==> src/psv_pkg.sv <==
`default_nettype none

package psv_pkg;

   // Width of the byte counter and of the reported section size.
   localparam int unsigned SIZE_WIDTH = 13;
   localparam int unsigned LENGTH_WIDTH = 12;
   localparam int unsigned CRC_WIDTH = 32;
   localparam int unsigned MODE_WIDTH = 2;

   localparam int unsigned MAX_SECTION_BYTES_DEFAULT = 4096;
   localparam int unsigned MIN_SHORT_BYTES = 3;
   localparam int unsigned MIN_LONG_BYTES = 12;

   // Header byte positions within a section, and the byte count at which the CRC delay line is full.
   localparam logic [SIZE_WIDTH-1:0] POS_LENGTH_HI = 13'd1;
   localparam logic [SIZE_WIDTH-1:0] POS_LENGTH_LO = 13'd2;
   localparam logic [SIZE_WIDTH-1:0] POS_TAIL_FULL = 13'd4;
   localparam logic [SIZE_WIDTH-1:0] POS_SECTION_NUM = 13'd6;
   localparam logic [SIZE_WIDTH-1:0] POS_LAST_SECTION_NUM = 13'd7;

   localparam logic [CRC_WIDTH-1:0] CRC_POLY = 32'h04C1_1DB7;
   localparam logic [CRC_WIDTH-1:0] CRC_INIT = 32'hFFFF_FFFF;

   // CRC mode register codes; the unused code behaves like ignore.
   localparam logic [MODE_WIDTH-1:0] CRC_MODE_CHECK = 2'd0;
   localparam logic [MODE_WIDTH-1:0] CRC_MODE_COMPUTE = 2'd1;
   localparam logic [MODE_WIDTH-1:0] CRC_MODE_IGNORE = 2'd2;

   typedef struct packed {
      logic                  section_valid;
      logic                  long_section;
      logic [SIZE_WIDTH-1:0] section_size;
      logic [CRC_WIDTH-1:0]  computed_crc;
      logic                  crc_matched;
   } verdict_type;

   // MPEG-2 CRC32, MSB first, one byte.
   function automatic logic [CRC_WIDTH-1:0] crc_absorb(input logic [CRC_WIDTH-1:0] crc,
                                                       input logic [7:0] data);
      logic [CRC_WIDTH-1:0] c;
      c = crc ^ {data, 24'h0};
      for (int i = 0; i < 8; i++) begin
         if (c[CRC_WIDTH-1]) begin
            c = {c[CRC_WIDTH-2:0], 1'b0} ^ CRC_POLY;
         end else begin
            c = {c[CRC_WIDTH-2:0], 1'b0};
         end
      end
      return c;
   endfunction

endpackage

`default_nettype wire

==> src/psi_section_validator.sv <==
// PSI section validator.
// Feed one section byte per item on the req_ channel, header first, with
// req_last_byte set on the final byte of the section. Each item marked last
// yields one verdict item on the rsp_ channel: overall validity, long-section
// flag, saturating byte count, the CRC32 over all but the last four bytes of a
// long section (zero otherwise) and the CRC match flag. Other items yield nothing.
// Throughput: one byte per cycle unless a last byte waits on a verdict not yet taken;
// the per-byte CRC update is a single 8-bit step of the MPEG-2 CRC32 between two registers.
// A verdict passes through the input register, then the result register, after its last
// byte is accepted; it waits in the input register while an untaken verdict occupies the result register.
// csr_wr_en/csr_wr_data set the CRC mode (check, compute, ignore); write it
// only while no section is in flight.
// Reset clears the section state, sets the CRC mode to check and empties both channel registers.
// When the receiver stalls, the held verdict stays in the result register;
// non-last bytes keep flowing, and a second last byte waits in the input
// register, which then drops req_ready until the verdict is taken.
`default_nettype none

module psi_section_validator #(
   parameter int unsigned MAX_SECTION_BYTES = psv_pkg::MAX_SECTION_BYTES_DEFAULT
) (
   input  wire logic                           clock,
   input  wire logic                           reset,

   input  wire logic                           req_valid,
   output logic                                req_ready,
   input  wire logic [7:0]                     req_section_byte,
   input  wire logic                           req_last_byte,

   output logic                                rsp_valid,
   input  wire logic                           rsp_ready,
   output logic                                rsp_section_valid,
   output logic                                rsp_long_section,
   output logic [psv_pkg::SIZE_WIDTH-1:0]      rsp_section_size,
   output logic [psv_pkg::CRC_WIDTH-1:0]       rsp_computed_crc,
   output logic                                rsp_crc_matched,

   input  wire logic                           csr_wr_en,
   input  wire logic [psv_pkg::MODE_WIDTH-1:0] csr_wr_data
);

   logic                            in_valid_ff, in_valid_in;
   logic [7:0]                      in_byte_ff;
   logic                            in_last_ff;
   logic                            rsp_valid_ff, rsp_valid_in;
   psv_pkg::verdict_type            verdict, rsp_ff;
   logic [psv_pkg::MODE_WIDTH-1:0]  mode_ff;
   logic                            advance;
   logic                            accept;

   // Advance the held byte unless it is a last byte and the result slot is
   // still occupied by a verdict that is not being taken.
   assign advance   = in_valid_ff && (!in_last_ff || !rsp_valid_ff || rsp_ready);
   assign req_ready = !in_valid_ff || advance;
   assign accept    = req_valid && req_ready;

   always_comb begin
      in_valid_in = accept ? 1'b1 : (advance ? 1'b0 : in_valid_ff);
      if (advance && in_last_ff) begin
         rsp_valid_in = 1'b1;
      end else if (rsp_ready) begin
         rsp_valid_in = 1'b0;
      end else begin
         rsp_valid_in = rsp_valid_ff;
      end
   end

   psv_section_core #(
      .MAX_SECTION_BYTES(MAX_SECTION_BYTES)
   ) u_core (
      .clock       (clock),
      .reset       (reset),
      .step        (advance),
      .section_byte(in_byte_ff),
      .last_byte   (in_last_ff),
      .crc_mode    (mode_ff),
      .verdict     (verdict)
   );

   // Control state.
   always_ff @(posedge clock) begin
      if (reset) begin
         in_valid_ff  <= 1'b0;
         rsp_valid_ff <= 1'b0;
         mode_ff      <= psv_pkg::CRC_MODE_CHECK;
      end else begin
         in_valid_ff  <= in_valid_in;
         rsp_valid_ff <= rsp_valid_in;
         if (csr_wr_en) begin
            mode_ff <= csr_wr_data;
         end
      end
   end

   // Payload registers: capture on accept, load the verdict on a last byte.
   always_ff @(posedge clock) begin
      if (accept) begin
         in_byte_ff <= req_section_byte;
         in_last_ff <= req_last_byte;
      end
      if (advance && in_last_ff) begin
         rsp_ff <= verdict;
      end
   end

   assign rsp_valid         = rsp_valid_ff;
   assign rsp_section_valid = rsp_ff.section_valid;
   assign rsp_long_section  = rsp_ff.long_section;
   assign rsp_section_size  = rsp_ff.section_size;
   assign rsp_computed_crc  = rsp_ff.computed_crc;
   assign rsp_crc_matched   = rsp_ff.crc_matched;

endmodule

`default_nettype wire

==> src/psv_section_core.sv <==
`default_nettype none

module psv_section_core #(
   parameter int unsigned MAX_SECTION_BYTES = psv_pkg::MAX_SECTION_BYTES_DEFAULT
) (
   input  wire logic                            clock,
   input  wire logic                            reset,
   input  wire logic                            step,
   input  wire logic [7:0]                      section_byte,
   input  wire logic                            last_byte,
   input  wire logic [psv_pkg::MODE_WIDTH-1:0]  crc_mode,
   output psv_pkg::verdict_type                 verdict
);

   localparam int unsigned SW = psv_pkg::SIZE_WIDTH;
   localparam int unsigned LW = psv_pkg::LENGTH_WIDTH;
   localparam logic [SW-1:0] SAT_COUNT = SW'(MAX_SECTION_BYTES + 1);
   localparam logic [SW-1:0] MAX_COUNT = SW'(MAX_SECTION_BYTES);
   localparam logic [SW-1:0] MIN_SHORT = SW'(psv_pkg::MIN_SHORT_BYTES);
   localparam logic [SW-1:0] MIN_LONG = SW'(psv_pkg::MIN_LONG_BYTES);
   localparam logic [SW-1:0] HEADER_BYTES = SW'(3);

   logic [SW-1:0]                    count_ff, count_in;
   logic [LW-1:0]                    length_ff, length_in;
   logic                             syntax_ff, syntax_in;
   logic [7:0]                       sect_num_ff, sect_num_in;
   logic [7:0]                       last_num_ff, last_num_in;
   logic [psv_pkg::CRC_WIDTH-1:0]    crc_ff, crc_in;
   logic [3:0][7:0]                  tail_ff, tail_in;

   logic size_ok, length_ok, is_long, matched, valid;
   logic [psv_pkg::CRC_WIDTH-1:0] stored_crc;

   // Next section state for this byte.
   always_comb begin
      length_in   = length_ff;
      syntax_in   = syntax_ff;
      sect_num_in = sect_num_ff;
      last_num_in = last_num_ff;
      if (count_ff == psv_pkg::POS_LENGTH_HI) begin
         syntax_in = section_byte[7];
         length_in = {section_byte[3:0], length_ff[7:0]};
      end else if (count_ff == psv_pkg::POS_LENGTH_LO) begin
         length_in = {length_ff[LW-1:8], section_byte};
      end else if (count_ff == psv_pkg::POS_SECTION_NUM) begin
         sect_num_in = section_byte;
      end else if (count_ff == psv_pkg::POS_LAST_SECTION_NUM) begin
         last_num_in = section_byte;
      end

      // The oldest held byte enters the CRC once the delay line is full.
      crc_in = (count_ff >= psv_pkg::POS_TAIL_FULL) ?
               psv_pkg::crc_absorb(crc_ff, tail_ff[0]) : crc_ff;
      tail_in = {section_byte, tail_ff[3], tail_ff[2], tail_ff[1]};

      count_in = (count_ff < SAT_COUNT) ? count_ff + SW'(1) : count_ff;
   end

   // Verdict from the updated state.
   always_comb begin
      stored_crc = {tail_in[0], tail_in[1], tail_in[2], tail_in[3]};
      size_ok    = (count_in >= MIN_SHORT) && (count_in <= MAX_COUNT);
      length_ok  = size_ok && ({1'b0, length_in} == (count_in - HEADER_BYTES));
      is_long    = length_ok && syntax_in && (count_in >= MIN_LONG);
      matched    = is_long && (crc_in == stored_crc);
      valid      = length_ok;
      if (is_long) begin
         valid = (sect_num_in <= last_num_in) &&
                 (matched || (crc_mode != psv_pkg::CRC_MODE_CHECK));
      end

      verdict.section_valid = valid;
      verdict.long_section  = is_long;
      verdict.section_size  = count_in;
      verdict.computed_crc  = is_long ? crc_in : '0;
      verdict.crc_matched   = matched;
   end

   always_ff @(posedge clock) begin
      if (reset || (step && last_byte)) begin
         count_ff    <= '0;
         length_ff   <= '0;
         syntax_ff   <= 1'b0;
         sect_num_ff <= '0;
         last_num_ff <= '0;
         crc_ff      <= psv_pkg::CRC_INIT;
         tail_ff     <= '0;
      end else if (step) begin
         count_ff    <= count_in;
         length_ff   <= length_in;
         syntax_ff   <= syntax_in;
         sect_num_ff <= sect_num_in;
         last_num_ff <= last_num_in;
         crc_ff      <= crc_in;
         tail_ff     <= tail_in;
      end
   end

endmodule

`default_nettype wire
==> config.mk <==
export PLATFORM = sky130hd
export DESIGN_NAME = psi_section_validator
export DESIGN_NICKNAME = d
export VERILOG_FILES = /design/src/psv_pkg.sv /design/src/psi_section_validator.sv /design/src/psv_section_core.sv
export SDC_FILE = /design/constraint.sdc
export NUM_CORES = 1
export LEC_CHECK = 0
export ABC_AREA = 1
export BUFFER_PORTS_ARGS = -buffer_cell sky130_fd_sc_hd__buf_2
export CAP_MARGIN = 10
export CORE_ASPECT_RATIO = 0.9
export CORE_MARGIN = 3
export CORE_UTILIZATION = 55
export CTS_CLUSTER_SIZE = 20
export DETAILED_ROUTE_END_ITERATION = 10
export PLACE_DENSITY_LB_ADDON = 0.2
export SYNTH_ARGS = -nofsm -noshare
export SYNTH_HDL_FRONTEND = slang
export SYNTH_SLANG_ARGS = --single-unit
==> constraint.sdc <==
create_clock -name clock -period 3.6 [get_ports clock]
set_input_delay 0.72 -clock clock [delete_from_list [all_inputs] [get_ports clock]]
set_output_delay 0.72 -clock clock [all_outputs]
set_load 0.01 [all_outputs]
==> results.py <==
metrics = {
    "status": {
        "status": "complete, no violations",
    },
    "floorplan": {
        "core_um2": 17170,
        "die_h_um": 132.7,
        "num_rows": 45,
        "fp.dieW_um": 146.8,
        "ios": 66,
        "dieArea_um2": 19480,
        "initial_core_util_pct": 57.12,
    },
    "synth": {
        "synth_fa_ha_area_share_pct": 1.786,
        "synth_compound_area_share_pct": 12.31,
        "netlist_instances": 1465,
        "ys_warn_count": 0,
        "muxShareOfSynthArea_pct": 0,
        "yosys-top-cells-area": "dfxtp_1, nand2_1, edfxtp_1",
        "synth-seq-area-share_pct": 39.90,
        "synth_fp_nets": 1495,
        "synth-edff-count": 57,
        "syn_area_per_cell_um2": 6.696,
        "synth_top_family_by_area": "simple AND/OR/NAND/NOR gates",
        "synthSimpleGateAreaFrac_pct": 35.22,
        "synthArstFlopShare_pct": 0,
        "synth_largest_area_cell": "dfxtp_1",
        "synthXorXnorAreaFrac_pct": 2.296,
        "ys_ff_latch": 167,
        "synth_top_cell_area_share_pct": 22.45,
        "synth_common_cells": "nand2_1, inv_1, a21oi_1",
        "netlist-cell-type-count": 38,
        "synth_flop_cell": "dfxtp_1",
        "syn_area_um2": 9809,
        "yosysMostFrequentCell": "nand2_1",
    },
    "critical_path": {
        "start_kind": "flop",
        "critPathRequiredTime_ns": 3.88,
        "cp_max_fo": 9,
        "crit_arrival_ns": 3.59,
        "reg2reg_from": "u_core.count_ff[4]",
        "reg2reg_slack_ns": 0.29,
        "reg2reg_depth": 18,
        "cp-end-kind": "flop",
        "r2r-end": "rsp_section_valid",
        "crit_type": "reg2reg",
    },
    "sta": {
        "fin_crit_sh_pct": 91.94,
        "setup_viol": 0,
        "worst_slew_pin_slew_ns": 1.121,
        "clock_skew_ns": 0.01126,
        "max_slew_margin_pct": 25.26,
        "slew_violations": 0,
        "max_freq_ghz": 0.3021,
        "rsz0062_at_grt": "false",
        "min_period_ns": 3.310,
        "final.setup.tns_ns": 0,
        "hold_violations": 0,
    },
    "min_path": {
        "hold_class": "in2reg",
        "min_to": "in_valid_ff",
        "holdCritStartpoint": "reset",
        "min_path_cells": 2,
    },
    "finish": {
        "finalNetCount": 1551,
        "diodes": 0,
        "drive_gt1_share_pct": 13.23,
        "area_growth_pct": 12.08,
    },
    "power": {
        "power_mw": 5.256,
        "p_per_area_nw_per_um2": 478.1,
        "peakVddDrop_mv": 0.4040,
        "leakage_nw": 5.467,
    },
    "clocking": {
        "htreeDepth": 4,
        "cts-root-buf": "clkbuf_16",
        "cts_sinks": 167,
        "clockBufferDepth": 2,
        "cts_tree": "yes",
        "clock_latency_ns": 0.43,
        "clk_pin_slew_ns": 0.07,
        "cts_buffers": 17,
    },
    "place": {
        "dp_hpwl_um": 21020,
        "portBuffers": 65,
        "place.gp.congestion": 0.9756,
    },
    "global_routing": {
        "grt_use_total_pct": 29.44,
        "grt_start_max_net_pins": 78,
        "grt_antenna_before_repair": 0,
        "grt_pass1_vias": 8457,
        "grt_pass1_wl_um": 45550,
        "grt-ovfl-total": 0,
    },
    "drt": {
        "ant_nets": 0,
        "dr.pass1.iters": 6,
        "vias": 9677,
        "viasPerCell": 5.470,
        "routed_wl_um": 28890,
        "drc": 0,
        "wl_per_cell_um": 16.33,
        "drt-initial-drc-count": 1047,
    },
    "run": {
        "maxCapViolations": 0,
    },
}
-- per-stage QoR --
| step | setup slack [ns] | hold slack, ns | instances | area [µm²] | utilization [%] |
|---|---|---|---|---|---|
| after detailed placement | 0.2430 | 0.4580 | 1736 | 10410 | 60.59 |
| final | 0.2900 | 0.4516 | 1769 | 10990 | 64.02 |
| after global placement | 0.1953 | 0.4508 | 1736 | 10410 | 60.59 |
| after global routing | 0.003830 | 0.4481 | 1769 | 10990 | 64.02 |
| after CTS | 0.2056 | 0.4377 | 1768 | 10970 | 63.91 |
| after floorplan | 0.4575 | 0.4389 | 1465 | 9809 | - |
-- final cells by class --
cell class	instances	area (µm²)
clock buffer	17	425.4
clock inverter	15	143.9
fill	1607	6178
inverter	159	600.6
multi-input combinational	1089	5087
sequential	167	3915
tap	235	294.0
timing repair buffer	87	528.0
-- state kept, by name (all words and copies together) (netlist names), 2 cells and up --
name,cells
u_core.last_num_ff,8
u_core.tail_ff,8
mode_ff,2
u_core.crc_ff,32
u_core.stored_crc,24
rsp_section_size,13
rsp_computed_crc,32
u_core.sect_num_ff,8
u_core.length_ff,12
u_core.count_ff,13
in_byte_ff,8
-- kinds of logic (layout without fill, tap and decap cells) --
kind of cell | count (synthesis) | count (layout)
adders and majority gates | 14 | 14
xor gates and xnor gates | 24 | 24
DFF | 167 | 167
AOI/OAI and AO/OA | 233 | 233
buffers and inverters | 209 | 278
and+or+nand+nor | 818 | 818
-- timing repair --
| action | in CTS | in global routing |
|---|---|---|
| setup endpoints to repair | 0 | 24 |
| resized for setup | 0 | 4 |
| hold buffers | 0 | 0 |
| buffers inserted | 0 | 1 |
-- critical path: stages, from the launching register on --
cell	delay [ns]
dfxtp_1	0.36
inv_1	0.21
nand3_1	0.28
nor4_2	0.29
nand2_2	0.20
inv_1	0.23
or2_2	0.15
o21ai_0	0.09
inv_1	0.08
ha_1	0.24
inv_1	0.07
nor2_1	0.04
o21a_1	0.15
o21a_1	0.15
o21ai_0	0.15
a21oi_1	0.08
o32ai_1	0.12
nand2_1	0.11
a21oi_1	0.15
-- layout by cell type, fill, tap and decap left out, drive strengths merged --
cell type,netlist,routed
nand2,588,588
inv,159,166
o21ai,115,115
a21oi,111,111
dfxtp,110,110
nor2,100,100
nand3,88,88
buf,14,87
edfxtp,57,57
xor2,21,21
clkbuf,36,17
nand3b,15,15
ha,14,14
or2,12,12
nand4,7,7
nor3,5,5
clkinv,0,5
xnor2,3,3
o211ai,3,3
o21a,2,2
clkinvlp,0,2
nor4,2,2
o32ai,1,1
or3,1,1
o21bai,1,1
bufinv,0,1
-- per-layer routing --
| metal | up-vias | part of all wire (%) | GRT usage, % |
|---|---|---|---|
| met4 | 0 | 1.7 | 7.367 |
| met5 | - | 0 | 0 |
| li1 | 4790 | - | - |
| met2 | 450 | 43 | 43.56 |
| met3 | 46 | 10 | 5.925 |
| met1 | 4391 | 45 | 44.19 |
-- power breakdown --
part / switching [mW] / internal [mW] / total, mW
Combinational: 0.948 / 0.396 / 1.34
Clock: 0.836 / 0.972 / 1.81
Sequential: 0.0743 / 2.03 / 2.10
Total: 1.86 / 3.40 / 5.26
-- worst max path at each step --
| stage | start | end | slack, ns |
|---|---|---|---|
| 2_1_floorplan | u_core.count_ff[1] | rsp_section_valid | 0.46 |
| 3_3_place_gp | u_core.count_ff[4] | rsp_section_valid | 0.20 |
| 3_5_place_dp | u_core.count_ff[4] | rsp_section_valid | 0.24 |
| 4_1_cts | u_core.count_ff[4] | rsp_section_valid | 0.21 |
| 5_1_grt | u_core.count_ff[4] | rsp_section_valid | 0.004 |
| 6_report | u_core.count_ff[4] | rsp_section_valid | 0.29 |
(Power assumes the default switching activity.)
